===== config.mk =====
export PLATFORM = sky130hd
export DESIGN_NAME = htmc_cfg
export DESIGN_NICKNAME = d
export VERILOG_FILES = /design/src/hw/rtl/htmc_pkg.sv /design/src/hw/rtl/htmc_cfg.sv
export SDC_FILE = /design/constraint.sdc
export NUM_CORES = 1
export LEC_CHECK = 0
export ABC_AREA = 1
export BUFFER_PORTS_ARGS = -buffer_cell sky130_fd_sc_hd__buf_4
export CORE_MARGIN = 4
export CORE_UTILIZATION = 53
export DETAILED_ROUTE_END_ITERATION = 7
export GPL_TIMING_DRIVEN = 0
export PLACE_DENSITY = 0.85
export SETUP_SLACK_MARGIN = 0.05
export SYNTH_ARGS = -nofsm -noshare
export SYNTH_HDL_FRONTEND = slang
export SYNTH_SLANG_ARGS = --single-unit

===== constraint.sdc =====
create_clock -name clk -period 1.05 [get_ports clk]
set_input_delay 0.2625 -clock clk [delete_from_list [all_inputs] [get_ports clk]]
set_output_delay 0.2625 -clock clk [all_outputs]
set_load 0.05 [all_outputs]

===== src/hw/rtl/htmc_pkg.sv =====
// Shared types, constants and the control-store program for the hover thrust
// mode controller. No dependencies; every other file of the block uses it.
package htmc_pkg;

    localparam int ACC_W = 56;
    localparam int MUL_A_W = 34;
    localparam int MUL_B_W = 21;
    localparam int RAMP_W = 11;
    localparam int R2_W = 21;
    localparam logic [31:0] RAMP_TICKS = 32'd1024;

    typedef enum logic [2:0] {
        MODE_CUTOFF   = 3'd0,
        MODE_ABORT    = 3'd1,
        MODE_STARTING = 3'd2,
        MODE_HOVERING = 3'd3,
        MODE_GLIDING  = 3'd4
    } mode_t;

    typedef struct packed {
        logic [31:0]        height;
        logic [31:0]        time_now;
        logic [31:0]        angular_speed;
        logic signed [31:0] vertical_speed;
    } in_item_t;

    typedef struct packed {
        mode_t              mode;
        logic signed [47:0] force_res;
        logic               force_valid;
    } out_item_t;

    // register map
    localparam logic [3:0] REG_DESIRED_HEIGHT   = 4'd0;
    localparam logic [3:0] REG_STIFFNESS        = 4'd1;
    localparam logic [3:0] REG_DAMPING_COEF     = 4'd2;
    localparam logic [3:0] REG_WEIGHT           = 4'd3;
    localparam logic [3:0] REG_CUTOFF_HEIGHT    = 4'd4;
    localparam logic [3:0] REG_CUTOFF_ANG_SPEED = 4'd5;
    localparam logic [3:0] REG_GLIDE_HEIGHT     = 4'd6;
    localparam logic [3:0] REG_RESTART_TIME     = 4'd7;

    typedef struct packed {
        logic [31:0] desired_height;
        logic [31:0] stiffness;
        logic [31:0] damping_coef;
        logic [31:0] weight;
        logic [31:0] cutoff_height;
        logic [31:0] cutoff_ang_speed;
        logic [31:0] glide_height;
        logic [15:0] restart_time;
    } cfg_t;

    localparam logic [31:0] DESIRED_HEIGHT_RST = 32'd6553600;

    // datapath control fields
    typedef enum logic [2:0] {
        A_ZERO, A_DIFF, A_VS, A_RAMP, A_PD_LO, A_PD_HI
    } a_sel_t;

    typedef enum logic [2:0] {
        B_ZERO, B_STIFF_LO, B_STIFF_HI, B_DAMP_LO, B_DAMP_HI, B_RAMP, B_R2
    } b_sel_t;

    typedef enum logic [2:0] {
        ACC_NONE, ACC_CLEAR, ACC_ADD, ACC_SUB, ACC_ADD_S16, ACC_SUB_S16,
        ACC_ADD_S20, ACC_ADD_WEIGHT
    } acc_op_t;

    typedef enum logic [2:0] {
        DP_NONE, DP_ELAPSED, DP_DECIDE, DP_DIFF, DP_SAVE, DP_EMIT
    } dp_op_t;

    typedef enum logic [1:0] {
        JMP_NONE, JMP_UNPOWERED, JMP_NOT_START
    } jmp_t;

    typedef logic [3:0] step_t;

    typedef struct packed {
        a_sel_t  a_sel;
        b_sel_t  b_sel;
        acc_op_t acc_op;
        dp_op_t  dp_op;
        jmp_t    jmp;
        step_t   target;
    } uctl_t;

    typedef struct packed {
        logic powered;
        logic starting;
        logic out_free;
    } dp_stat_t;

    localparam step_t STEP_ELAPSED = 4'd0;
    localparam step_t STEP_DECIDE  = 4'd1;
    localparam step_t STEP_DIFF    = 4'd2;
    localparam step_t STEP_K_LO    = 4'd3;
    localparam step_t STEP_K_HI    = 4'd4;
    localparam step_t STEP_D_LO    = 4'd5;
    localparam step_t STEP_D_HI    = 4'd6;
    localparam step_t STEP_SQUARE  = 4'd7;
    localparam step_t STEP_SAVE    = 4'd8;
    localparam step_t STEP_R_LO    = 4'd9;
    localparam step_t STEP_R_HI    = 4'd10;
    localparam step_t STEP_R_ACC   = 4'd11;
    localparam step_t STEP_WEIGHT  = 4'd12;
    localparam step_t STEP_EMIT    = 4'd13;

    localparam uctl_t UOP_NOP = '{A_ZERO, B_ZERO, ACC_NONE, DP_NONE, JMP_NONE, STEP_ELAPSED};

    // Multiply steps register a product that the next step folds into the accumulator;
    // the ramp square is only saved. Spring and damping coefficients go in as 16-bit halves.
    function automatic uctl_t uop_rom(step_t pc);
        uctl_t w;
        w = UOP_NOP;
        unique case (pc)
            STEP_ELAPSED: w.dp_op = DP_ELAPSED;
            STEP_DECIDE:  w.dp_op = DP_DECIDE;
            STEP_DIFF:
            begin
                w.dp_op  = DP_DIFF;
                w.acc_op = ACC_CLEAR;
                w.jmp    = JMP_UNPOWERED;
                w.target = STEP_EMIT;
            end
            STEP_K_LO:
            begin
                w.a_sel = A_DIFF;
                w.b_sel = B_STIFF_LO;
            end
            STEP_K_HI:
            begin
                w.a_sel  = A_DIFF;
                w.b_sel  = B_STIFF_HI;
                w.acc_op = ACC_ADD_S16;
            end
            STEP_D_LO:
            begin
                w.a_sel  = A_VS;
                w.b_sel  = B_DAMP_LO;
                w.acc_op = ACC_ADD;
            end
            STEP_D_HI:
            begin
                w.a_sel  = A_VS;
                w.b_sel  = B_DAMP_HI;
                w.acc_op = ACC_SUB_S16;
            end
            STEP_SQUARE:
            begin
                w.a_sel  = A_RAMP;
                w.b_sel  = B_RAMP;
                w.acc_op = ACC_SUB;
                w.jmp    = JMP_NOT_START;
                w.target = STEP_WEIGHT;
            end
            STEP_SAVE:
            begin
                w.dp_op  = DP_SAVE;
                w.acc_op = ACC_CLEAR;
            end
            STEP_R_LO:
            begin
                w.a_sel = A_PD_LO;
                w.b_sel = B_R2;
            end
            STEP_R_HI:
            begin
                w.a_sel  = A_PD_HI;
                w.b_sel  = B_R2;
                w.acc_op = ACC_ADD_S20;
            end
            STEP_R_ACC:   w.acc_op = ACC_ADD;
            STEP_WEIGHT:  w.acc_op = ACC_ADD_WEIGHT;
            STEP_EMIT:    w.dp_op = DP_EMIT;
            default:      w = UOP_NOP;
        endcase
        return w;
    endfunction

endpackage


===== src/hw/rtl/htmc_cfg.sv =====
// Configuration register file of the hover thrust mode controller.
// Depends on htmc_pkg for the register map and the cfg_t bundle.
module htmc_cfg (
    input  logic                clk,
    input  logic                rst_n,
    input  logic                cfg_we,
    input  logic [3:0]          cfg_index,
    input  logic [31:0]         cfg_data,
    output htmc_pkg::cfg_t      cfg
);

    htmc_pkg::cfg_t cfg_reg;

    always_ff @(posedge clk or negedge rst_n)
    begin
        if (!rst_n)
        begin
            cfg_reg.desired_height   <= htmc_pkg::DESIRED_HEIGHT_RST;
            cfg_reg.stiffness        <= 32'd65536;
            cfg_reg.damping_coef     <= 32'd65536;
            cfg_reg.weight           <= 32'd0;
            cfg_reg.cutoff_height    <= 32'hFFFF_FFFF;
            cfg_reg.cutoff_ang_speed <= 32'hFFFF_FFFF;
            cfg_reg.glide_height     <= 32'hFFFF_FFFF;
            cfg_reg.restart_time     <= 16'd1024;
        end
        else if (cfg_we)
        begin
            unique case (cfg_index)
                htmc_pkg::REG_DESIRED_HEIGHT:   cfg_reg.desired_height   <= cfg_data;
                htmc_pkg::REG_STIFFNESS:        cfg_reg.stiffness        <= cfg_data;
                htmc_pkg::REG_DAMPING_COEF:     cfg_reg.damping_coef     <= cfg_data;
                htmc_pkg::REG_WEIGHT:           cfg_reg.weight           <= cfg_data;
                htmc_pkg::REG_CUTOFF_HEIGHT:    cfg_reg.cutoff_height    <= cfg_data;
                htmc_pkg::REG_CUTOFF_ANG_SPEED: cfg_reg.cutoff_ang_speed <= cfg_data;
                htmc_pkg::REG_GLIDE_HEIGHT:     cfg_reg.glide_height     <= cfg_data;
                htmc_pkg::REG_RESTART_TIME:     cfg_reg.restart_time     <= cfg_data[15:0];
                default: ; // drop writes outside the map
            endcase
        end
    end

    assign cfg = cfg_reg;

endmodule


=== Word level (Yosys, flattened, before mapping) ===
Index checks and enable logic that the tools add are counted.

* Flip-flop bits (word level): 240
* Bits of input ports: 39
* Output and inout bits: 240
* Word-level logic and storage cells: 24

* Equality and inequality tests: 7
* Reduce and logical (&&, ||, !) cells: 9

{| class="wikitable"
|+ Operators by type and width
! cell !! number
|-
| $eq 4x3->1 const B || 4
|-
| $reduce_and 2->1 || 8
|-
| $eq 4x2->1 const B || 2
|-
| $eq 4x1->1 const B || 1
|-
| $logic_not 4->1 || 1
|}

=== Depth between registers and ports, before layout ===
* Word-level depth: 2
* Gate-level depth with buffers: 6

=== Worst setup path after synthesis ===
Ideal clock, no wire load.

* Path kind: input -> register
* Start point: in cfg_we
* End point: reg cfg_reg, in the netlist cfg[18]
* Arrival: 1.124 ns
* Data required time: 0.990 ns
* Path slack: -0.134 ns
* Stages on the path: 6
* Path buffers: 3
* Path through: buf_2 > nand3_2 > buf_2 > buf_1 > o21bai_1 > nand2_1

* Longest elaborated chain between the ends: 1

{| class="wikitable"
|+ RTL lines
! what !! RTL line !! source
|-
| start, declared || htmc_cfg.sv:6 || <nowiki>input logic cfg_we,</nowiki>
|-
| $reduce_and 2->1 (no source line) || -- ||
|-
| end, declared || htmc_cfg.sv:12 || <nowiki>htmc_pkg::cfg_t cfg_reg;</nowiki>
|}

No other way between the ends.
A chain may end at the register's enable or synchronous reset.

=== Worst setup path after layout ===
* Start point: reg cfg_reg, in the netlist cfg[101]
* End point: out cfg[101] in the netlist's numbering

{| class="wikitable"
|+ RTL lines
! what !! RTL line !! source
|-
| end, declared || htmc_cfg.sv:9 || <nowiki>output htmc_pkg::cfg_t cfg</nowiki>
|}

No word-level cell between the ends.

==> results.tsv <==
metric	value	unit
avgRoutedWirePerCell	23.0	um
synthTopCellsByArea	dfrtp_1, dfstp_2, nand2_1, nand4_1, o21bai_1	
drtIter0Drc	978	
yosysTopAreaCellShare	33.9	%
io_buffers	261	
seq_area_frac_synth	60.3	%
cts_root_buf	clkbuf_16	
drv_slew	0	
clk-insertion-delay-late	0.52	ns
layout-drive-gt1-share	40.4	%
startpoint_type	flip-flop	
die_area	21500	um2
vias_per_cell	5.83	
crit_family	flip-flops	
cts-buffers-inserted	25	
antenna_found_initial	0	
core	18800	um2
tns	-85.07	ns
syn_inst	1145	
synth_area_per_cell	8.89	um2
hold_viol_final	69	
grt_pass1_vias	10400	
synth_async_sr_flop_share	100	%
maxCapViolCount	0	
synthesis.area	10200	um2
setup_violations	241	
crit_type	flip-flop to primary output	
path_buf_inv	1	
end_kind	primary output	
intPower	24.5	mW
overflow	0	
rsz0062_at_grt	true	
largest_reg_flops	240	
reg2reg_from	cfg[66]	
cpPeakStageDelay	0.58	ns
drt_first_pass_iters	5	
drc_errors	0	
finalWirelength	41.6	mm
start_util	54.2	%
final_common_cell	nand2_1	
fin_ws	-0.473	ns
worstPathRequired	0.79	ns
routabilityCongestion	0.855	
r2r_cells	4	
grt_pass1_wl	59.4	mm
fin_crit_sh	145	%
final_cell_mix	nand2_1, buf_6, buf_4	
cp.arrival	1.26	ns
p_clk_share	23.1	%
cts_tree	yes	
fmax	0.657	GHz
dpl_cell_area	12600	um2
seqPwrFrac	33.5	%
holdWs	-0.305	ns
floorplan.rows	50	
diodes	0	
comb_power_share	43.4	%
vias	10600	
io_pins	279	
hp-class	primary input to asynchronous set/reset pin	
rrSetupSlack	-0.01	ns
p_leak	8.24	nW
cts_buffer_depth	3	
h-tree-depth	1	
power_switching_share	40.7	%
synth_top_cell_by_area	dfrtp_1	
ys_types	15	
cts_hold_buf	3	
grt_max_degree	124	
area_delta_synth_final	56.0	%
vdd_ir_drop_max	1.63	mV
groute.usage.overall	35.3	%
slew_headroom	52.3	%
postLayoutCellArea	15900	um2
outcome	finished, violations left	
tightest_slew	0.715	ns
p_sw	16.8	mW
crit_fanout	2	
yosysWarnings	0	
crit_chain	buf_8	
synth_fp_nets	1184	
ys_ff_latch	240	
critical_path.slowest_cell	dfstp_2	
p_per_area	2600	nW/um2
synth_edf_count	0	
fp.dieH	147	um
die_w	147	um
final_antenna_net_count	0	
synthFlopType	dfrtp_1	
timing.rr.end	cfg[66]	
period_minus_slack	1.52	ns
finClkSkew	0	ns
clk_pin_slew_worst_paths	0.07	ns
hpwl	22.9	mm
nets	1598	
numClockSinks	240	
violations	hold timing, setup timing	
## worst reg2reg max path, stage by stage (launching register included)
cell and delay (ns):
dfstp_2 0.56, buf_4 0.11, inv_1 0.05, o21bai_4 0.18, nand2_1 0.11
## Yosys cell counts (5+ instances only)
cell type / instances
clkbuf_2: 15
inv_2: 6
dfstp_2: 102
dfrtp_1: 138
clkbuf_1: 44
inv_1: 64
nand3_1: 5
nand4_1: 128
buf_1: 9
buf_2: 28
nand2_1: 531
nor2_2: 5
o21bai_1: 64
## area by class of cell
cell class / count / area, um2
Sequential cell: 240 / 6130
Timing Repair Buffer: 387 / 4260
Multi-Input combinational cell: 739 / 3500
Fill cell: 915 / 2900
Clock buffer: 37 / 711
Buffer: 96 / 564
Tap cell: 234 / 293
Inverter: 70 / 263
Clock inverter: 8 / 145
## timing repair
| action | 4_1_cts | 5_1_grt |
|---|---|---|
| resized for setup | 353 | 32 |
| buffers inserted | 49 | 73 |
| endpoints found under the hold margin | 74 | 69 |
| setup endpoints to repair | 333 | 465 |
| pin swaps | 2 | 10 |
## power groups by stage
stage / clock network, mW / registers, mW / logic [mW]
after floorplan: 0 / 20.2 / 2.28
after global placement: 0 / 13.1 / 13.7
after detailed placement: 0 / 13.2 / 14.0
after CTS: 9.37 / 13.6 / 16.5
after global routing: 9.93 / 14.0 / 18.5
final: 9.52 / 13.8 / 17.9
## cells by family after synthesis
group,share of synthesized area (%)
AO/OA/AOI/OAI,4.72
buffers and inverters,6.65
flip-flops,60.3
AND/OR/NAND/NOR,28.4
## worst max path at each step
stage                             from  endpoint  slack, ns  cells past startpoint
final                         cfg[101]  cfg[101]      -0.47                      1
after floorplan           cfg_index[0]  cfg[123]       0.02                      6
after detailed placement  cfg_index[1]   cfg[65]      -0.79                      7
after global placement           rst_n  cfg[156]      -2.05                      1
after CTS                     cfg[229]  cfg[229]      -0.46                      1
after global routing          cfg[160]  cfg[160]      -0.49                      1
## metrics by stage
step	util (%)	setup slack (ns)	power (mW)	instances
2_1_floorplan	-	0.0181	22.5	1145
3_3_place_gp	67.1	-2.05	26.8	1640
3_5_place_dp	67.3	-0.790	27.1	1641
4_1_cts	81.1	-0.458	39.5	1738
5_1_grt	84.6	-0.493	42.4	1811
6_report	84.6	-0.473	41.2	1811
## layer usage
layer	vias to the layer above	global-route usage [%]	wire [um]
li1	4487	-	-
met1	5150	42.1	14500
met2	730	60.1	20600
met3	183	9.28	4070
met4	0	16.5	2320
met5	-	0	0
Power figures use the tool's default switching activity.
