--- config.mk ---
export PLATFORM = sky130hd
export DESIGN_NAME = htmc_seq
export DESIGN_NICKNAME = d
export VERILOG_FILES = /design/src/hw/rtl/htmc_pkg.sv /design/src/hw/rtl/htmc_seq.sv
export SDC_FILE = /design/constraint.sdc
export NUM_CORES = 1
export LEC_CHECK = 0
export ABC_AREA = 0
export BUFFER_PORTS_ARGS = -buffer_cell sky130_fd_sc_hd__clkbuf_2
export CAP_MARGIN = 20
export CORE_UTILIZATION = 49
export DETAILED_ROUTE_END_ITERATION = 16
export GPL_TIMING_DRIVEN = 1
export HOLD_SLACK_MARGIN = 0.1
export PLACE_DENSITY = 0.84
export SKIP_LAST_GASP = 1
export SYNTH_ARGS = -nofsm -noshare
export SYNTH_HDL_FRONTEND = slang
export SYNTH_SLANG_ARGS = --single-unit
--- constraint.sdc ---
create_clock -name clk -period 2.6 [get_ports clk]
set_input_delay 0.26 -clock clk [delete_from_list [all_inputs] [get_ports clk]]
set_output_delay 0.26 -clock clk [all_outputs]
set_load 0.1 [all_outputs]
--- src/hw/rtl/htmc_pkg.sv ---
// Shared types, constants and the control-store program for the hover thrust
// mode controller. No dependencies; every other file of the block uses it.
package htmc_pkg;

    localparam int ACC_W = 56;
    localparam int MUL_A_W = 34;
    localparam int MUL_B_W = 21;
    localparam int RAMP_W = 11;
    localparam int R2_W = 21;
    localparam logic [31:0] RAMP_TICKS = 32'd1024;

    typedef enum logic [2:0] {
        MODE_CUTOFF   = 3'd0,
        MODE_ABORT    = 3'd1,
        MODE_STARTING = 3'd2,
        MODE_HOVERING = 3'd3,
        MODE_GLIDING  = 3'd4
    } mode_t;

    typedef struct packed {
        logic [31:0]        height;
        logic [31:0]        time_now;
        logic [31:0]        angular_speed;
        logic signed [31:0] vertical_speed;
    } in_item_t;

    typedef struct packed {
        mode_t              mode;
        logic signed [47:0] force_res;
        logic               force_valid;
    } out_item_t;

    // register map
    localparam logic [3:0] REG_DESIRED_HEIGHT   = 4'd0;
    localparam logic [3:0] REG_STIFFNESS        = 4'd1;
    localparam logic [3:0] REG_DAMPING_COEF     = 4'd2;
    localparam logic [3:0] REG_WEIGHT           = 4'd3;
    localparam logic [3:0] REG_CUTOFF_HEIGHT    = 4'd4;
    localparam logic [3:0] REG_CUTOFF_ANG_SPEED = 4'd5;
    localparam logic [3:0] REG_GLIDE_HEIGHT     = 4'd6;
    localparam logic [3:0] REG_RESTART_TIME     = 4'd7;

    typedef struct packed {
        logic [31:0] desired_height;
        logic [31:0] stiffness;
        logic [31:0] damping_coef;
        logic [31:0] weight;
        logic [31:0] cutoff_height;
        logic [31:0] cutoff_ang_speed;
        logic [31:0] glide_height;
        logic [15:0] restart_time;
    } cfg_t;

    localparam logic [31:0] DESIRED_HEIGHT_RST = 32'd6553600;

    // datapath control fields
    typedef enum logic [2:0] {
        A_ZERO, A_DIFF, A_VS, A_RAMP, A_PD_LO, A_PD_HI
    } a_sel_t;

    typedef enum logic [2:0] {
        B_ZERO, B_STIFF_LO, B_STIFF_HI, B_DAMP_LO, B_DAMP_HI, B_RAMP, B_R2
    } b_sel_t;

    typedef enum logic [2:0] {
        ACC_NONE, ACC_CLEAR, ACC_ADD, ACC_SUB, ACC_ADD_S16, ACC_SUB_S16,
        ACC_ADD_S20, ACC_ADD_WEIGHT
    } acc_op_t;

    typedef enum logic [2:0] {
        DP_NONE, DP_ELAPSED, DP_DECIDE, DP_DIFF, DP_SAVE, DP_EMIT
    } dp_op_t;

    typedef enum logic [1:0] {
        JMP_NONE, JMP_UNPOWERED, JMP_NOT_START
    } jmp_t;

    typedef logic [3:0] step_t;

    typedef struct packed {
        a_sel_t  a_sel;
        b_sel_t  b_sel;
        acc_op_t acc_op;
        dp_op_t  dp_op;
        jmp_t    jmp;
        step_t   target;
    } uctl_t;

    typedef struct packed {
        logic powered;
        logic starting;
        logic out_free;
    } dp_stat_t;

    localparam step_t STEP_ELAPSED = 4'd0;
    localparam step_t STEP_DECIDE  = 4'd1;
    localparam step_t STEP_DIFF    = 4'd2;
    localparam step_t STEP_K_LO    = 4'd3;
    localparam step_t STEP_K_HI    = 4'd4;
    localparam step_t STEP_D_LO    = 4'd5;
    localparam step_t STEP_D_HI    = 4'd6;
    localparam step_t STEP_SQUARE  = 4'd7;
    localparam step_t STEP_SAVE    = 4'd8;
    localparam step_t STEP_R_LO    = 4'd9;
    localparam step_t STEP_R_HI    = 4'd10;
    localparam step_t STEP_R_ACC   = 4'd11;
    localparam step_t STEP_WEIGHT  = 4'd12;
    localparam step_t STEP_EMIT    = 4'd13;

    localparam uctl_t UOP_NOP = '{A_ZERO, B_ZERO, ACC_NONE, DP_NONE, JMP_NONE, STEP_ELAPSED};

    // Multiply steps register a product that the next step folds into the accumulator;
    // the ramp square is only saved. Spring and damping coefficients go in as 16-bit halves.
    function automatic uctl_t uop_rom(step_t pc);
        uctl_t w;
        w = UOP_NOP;
        unique case (pc)
            STEP_ELAPSED: w.dp_op = DP_ELAPSED;
            STEP_DECIDE:  w.dp_op = DP_DECIDE;
            STEP_DIFF:
            begin
                w.dp_op  = DP_DIFF;
                w.acc_op = ACC_CLEAR;
                w.jmp    = JMP_UNPOWERED;
                w.target = STEP_EMIT;
            end
            STEP_K_LO:
            begin
                w.a_sel = A_DIFF;
                w.b_sel = B_STIFF_LO;
            end
            STEP_K_HI:
            begin
                w.a_sel  = A_DIFF;
                w.b_sel  = B_STIFF_HI;
                w.acc_op = ACC_ADD_S16;
            end
            STEP_D_LO:
            begin
                w.a_sel  = A_VS;
                w.b_sel  = B_DAMP_LO;
                w.acc_op = ACC_ADD;
            end
            STEP_D_HI:
            begin
                w.a_sel  = A_VS;
                w.b_sel  = B_DAMP_HI;
                w.acc_op = ACC_SUB_S16;
            end
            STEP_SQUARE:
            begin
                w.a_sel  = A_RAMP;
                w.b_sel  = B_RAMP;
                w.acc_op = ACC_SUB;
                w.jmp    = JMP_NOT_START;
                w.target = STEP_WEIGHT;
            end
            STEP_SAVE:
            begin
                w.dp_op  = DP_SAVE;
                w.acc_op = ACC_CLEAR;
            end
            STEP_R_LO:
            begin
                w.a_sel = A_PD_LO;
                w.b_sel = B_R2;
            end
            STEP_R_HI:
            begin
                w.a_sel  = A_PD_HI;
                w.b_sel  = B_R2;
                w.acc_op = ACC_ADD_S20;
            end
            STEP_R_ACC:   w.acc_op = ACC_ADD;
            STEP_WEIGHT:  w.acc_op = ACC_ADD_WEIGHT;
            STEP_EMIT:    w.dp_op = DP_EMIT;
            default:      w = UOP_NOP;
        endcase
        return w;
    endfunction

endpackage

--- src/hw/rtl/htmc_seq.sv ---
// Microcode sequencer: step counter, control store lookup and jumps.
// Depends on htmc_pkg for the control word, the program and the status bundle.
module htmc_seq (
    input  logic               clk,
    input  logic               rst_n,
    input  logic               start,
    input  htmc_pkg::dp_stat_t stat,
    output htmc_pkg::uctl_t    ctl,
    output logic               busy
);

    htmc_pkg::step_t pc_reg, pc_next;
    logic            busy_reg, busy_next;
    htmc_pkg::uctl_t word;
    logic            take_jump;

    assign word = htmc_pkg::uop_rom(pc_reg);

    always_comb
    begin
        case (word.jmp)
            htmc_pkg::JMP_UNPOWERED: take_jump = !stat.powered;
            htmc_pkg::JMP_NOT_START: take_jump = !stat.starting;
            default:                 take_jump = 1'b0;
        endcase
    end

    always_comb
    begin
        pc_next   = pc_reg;
        busy_next = busy_reg;
        if (!busy_reg)
        begin
            if (start)
            begin
                busy_next = 1'b1;
                pc_next   = htmc_pkg::STEP_ELAPSED;
            end
        end
        else if (word.dp_op == htmc_pkg::DP_EMIT)
        begin
            // hold until the output register is free
            if (stat.out_free)
            begin
                busy_next = 1'b0;
            end
        end
        else if (take_jump)
        begin
            pc_next = word.target;
        end
        else
        begin
            pc_next = pc_reg + 4'd1;
        end
    end

    always_ff @(posedge clk or negedge rst_n)
    begin
        if (!rst_n)
        begin
            pc_reg   <= htmc_pkg::STEP_ELAPSED;
            busy_reg <= 1'b0;
        end
        else
        begin
            pc_reg   <= pc_next;
            busy_reg <= busy_next;
        end
    end

    assign ctl  = busy_reg ? word : htmc_pkg::UOP_NOP;
    assign busy = busy_reg;

    a_start_pc: assert property (@(posedge clk) disable iff (!rst_n)
        (start && !busy_reg) |=> (busy_reg && pc_reg == htmc_pkg::STEP_ELAPSED))
        else $error("sequencer did not enter the program at its first step");

    a_advance: assert property (@(posedge clk) disable iff (!rst_n)
        (busy_reg && word.dp_op != htmc_pkg::DP_EMIT) |=> (busy_reg && !$stable(pc_reg)))
        else $error("sequencer stalled outside the emit step");

    a_idle_nop: assert property (@(posedge clk) disable iff (!rst_n)
        !busy_reg |-> (ctl.dp_op == htmc_pkg::DP_NONE && ctl.acc_op == htmc_pkg::ACC_NONE))
        else $error("control word active while idle");

endmodule

======== Word level (Yosys, flattened, before mapping) ========
Cells that the tools add are included.
cells by class
  eq/ne operators ......................... 17
  add/sub/neg operators ................... 1
  multiplexer cells ....................... 14
  reduce and logical (&&, ||, !) cells .... 7
operator list
  kind                   number
  $pmux W6 S7            1
  $eq A4 B4 Y1 const B   6
  $pmux W3 S7            1
  $mux W18               1
  $eq A4 B3 Y1 const B   4
  $mux W4                4
  $pmux W3 S5            1
  $pmux W6 S2            1
  $eq A4 B2 Y1 const B   2
  $add A4 B1 Y4 const B  1
  $eq A4 B1 Y1 const B   1
  $logic_not A4 Y1       1
  $mux W1                4
  $reduce_or A2 Y1       2
  $eq A3 B3 Y1 const B   1
  $eq A2 B1 Y1 const B   1
  $eq A2 B2 Y1 const B   1
  $logic_not A1 Y1       2
  $ne A2 B2 Y1 const B   1
  $pmux W1 S2            1
  $reduce_and A2 Y1      1
  $reduce_bool A2 Y1     1
word-level totals
  register bits ........................... 5
  output and inout port bits .............. 19
  bits of input ports ..................... 6
  word-level logic and storage cells ...... 41

======== Longest topological paths before layout ========
  word-level depth ........................ 7
  gate-level depth with buffers ........... 9
  gate-level depth less buffers ........... 8

======== Least setup slack after synthesis ========
Ideal clock, no wire load.
  kind .................................... reg-to-output
  start point ............................. register busy_reg (netlist: busy)
  end point ............................... output ctl[16] (netlist bit)
  arrival time ............................ 4.164 ns
  buffers on the path ..................... 1
  data required time ...................... 2.340 ns
  stages on the path, launching flop included .. 3
  slack ................................... -1.824 ns
  cells stage by stage .................... dfrtp_1 buf_2 nor4bb_1
RTL lines
  item                      line            RTL
  start: declaration        htmc_seq.sv:13  logic busy_reg, busy_next;
  start signal: assignment  htmc_seq.sv:68  busy_reg <= busy_next;
  end: declaration          htmc_seq.sv:8   output htmc_pkg::uctl_t ctl,

==> flow_summary.ini <==
[grt]
grt_usage = 0.219
gr-total-overflow = 0
grt_max_degree = 22
grt_pass1_vias = 737
grt_antenna_before_repair = 0
grt_pass1_wl_um = 3130

[logic_synthesis]
seq_area_frac_synth = 0.164
yosysUniqueCellTypes = 37
syn-num-nets = 113
avgSynthCellArea_um2 = 7.62
ys_ff_latch = 5
syn_area_um2 = 762
async_flop_share = 1.00
synth-main-ff-cell = dfrtp_1
synth_edf_count = 0
synthCells = 100
yosysWarnings = 0

[timing]
slew_violations = 0
finClkSkew_ns = 0.00108
rsz0062_at_grt = true
fin_crit_sh = 0.952
tightest_slew_ns = 0.757
final-setup-viol-count = 0
hold_viol_final = 0
max_freq_mhz = 404
min_period_ns = 2.48
fin_ws_ns = 0.124
slew-limit-headroom = 0.491

[critical_path]
crit_arrival_ns = 2.22
endpoint_kind = primary output
crit_fanout = 9
required_ns = 2.34
slowest_stage = o31ai_1
critical_path_class = reg2out
cp_cell_sequence = ha_1 -> o31ai_1 -> a2111oi_4 -> clkbuf_2
max_stage_delay_ns = 0.66
cp-start-kind = register

[clock_tree]
clock_path_buffers = 2
clock-sinks = 5
cts_buffers = 3
cts_tree = done
cts_max_level = 1
clk_latency_ns = 0.23
clk_pin_slew_worst_paths_ns = 0.04
clk_root_buffer_cell = clkbuf_4

[placed_design]
dp_hpwl_um = 1410
gp_congestion = 0.769
post-place-ws_ns = 0.357
portBuffers = 23

[detailed_routing]
drc = 0
firstDrtPassIters = 4
routed_via_density = 5.78
drt_iter0_drc = 15
wl_per_cell_um = 13.4
vias = 780
wl_um = 1810
final_antenna_net_count = 0

[floorplanning]
die_y_um = 41.4
die_area_um2 = 1720
num_rows = 13
die_w_um = 41.4
pin_count = 25
start_util = 0.558
core_um2 = 1370

[final_layout]
largest_reg_flops = 4
finish.net_count = 134
area_growth_pct = 28.2
n_antenna_cell = 0
layout-drive-gt1-share = 0.342

[run]
cap_violations = 0

[status]
run_status = finished, final reports clean

[min_path]
min_path_type = in2reg
per-stage QoR:
step	instance area, um^2	setup TNS, ns	hold slack [ns]	utilization	std cells
final	977	0	0.185	0.715	135
after CTS	972	0	0.177	0.712	135
after floorplan	836	-0.447	-0.0356	-	100
after global placement	936	0	0.0764	0.685	130
after global routing	977	-0.0441	0.184	0.715	135
after detailed placement	936	0	0.0815	0.685	130
critical path: cells and delay by family, from the launching register on:
family	cells	cell delay (ns)
AOI/OAI and AO/OA	2	0.81
adders and majority gates	1	0.34
DFF	1	0.42
buffers and inverters	1	0.41
synthesized netlist by cell type (3+ instances only):
library cell | n | area share
o21ai_0 | 8 | 0.053
ha_1 | 7 | 0.11
nor2_1 | 7 | 0.034
buf_2 | 6 | 0.039
nand2_1 | 6 | 0.030
nor2b_1 | 6 | 0.049
dfrtp_1 | 5 | 0.16
inv_1 | 5 | 0.025
nand3_1 | 4 | 0.026
a21oi_1 | 3 | 0.020
buf_4 | 3 | 0.030
o211ai_1 | 3 | 0.030
o21a_1 | 3 | 0.030
cell families (layout without fill, tap and decap cells):
family                     Yosys count  count (layout)  synth area share
adders and majority gates            7               7             0.115
DFF                                  5               5             0.164
other                                1               1           0.00492
xor gates and xnor gates             2               2            0.0230
buffers and inverters               17              37             0.128
muxes                                1               1            0.0131
AOI/OAI and AO/OA                   29              29             0.263
and+or+nand+nor                     38              38             0.289
routing by layer:
layer	part of all wire	GRT usage	vias to the layer above	wire (um)
li1	-	-	392	-
met1	0.46	0.273	376	825
met2	0.53	0.394	12	954
met3	0.018	0.0130	0	32
met4	0	0.0774	0	0
met5	0	0	-	0
what timing repair did:
action,4_1_cts,5_1_grt
buffers inserted,0,0
resized for setup,0,4
hold buffers,1,0
endpoints found under the setup margin,0,3
hold endpoints to repair,5,0
layout make-up:
type                    instances  area, um^2
clock buffers                   4        26.3
well taps                      15        18.8
fillers                       118         389
inverters                       5        18.8
flip-flops and latches          5         126
multi-input cells              78         612
repair buffers                 28         175
path summary, 6_finish.rpt:
check                                            from                    end  slack, ns  cells past startpoint
worst min-delay path                          stat[0]         busy$_DFF_PN0_       0.19                      2
worst max register to register  pc_reg[0]$_DFFE_PN0P_  pc_reg[3]$_DFFE_PN0P_       0.40                      7
max in group asynchronous                       rst_n         busy$_DFF_PN0_       2.08                      2
min in group asynchronous                       rst_n  pc_reg[0]$_DFFE_PN0P_       0.37                      2
worst min register to register  pc_reg[1]$_DFFE_PN0P_  pc_reg[1]$_DFFE_PN0P_       0.62                      2
worst max-delay path            pc_reg[0]$_DFFE_PN0P_                ctl[10]       0.12                      4
cell usage in the layout, fill, tap and decap left out, types with 2 or more instances in the layout:
| cell | instances |
|---|---|
| inv_1 | 5 |
| dfrtp_1 | 4 |
| clkbuf_2 | 20 |
| a21oi_1 | 3 |
| nor2_1 | 7 |
| o21ai_0 | 8 |
| clkbuf_4 | 5 |
| ha_1 | 7 |
| o21a_1 | 3 |
| xor2_1 | 2 |
| a21boi_2 | 2 |
| o31ai_1 | 2 |
| o211ai_1 | 3 |
| nand3_1 | 4 |
| nor2b_1 | 5 |
| and3_1 | 2 |
| buf_4 | 4 |
| nand2_1 | 6 |
Power is not shown: default switching activity piles up to over one toggle a cycle in this logic, so the estimate is an artifact.
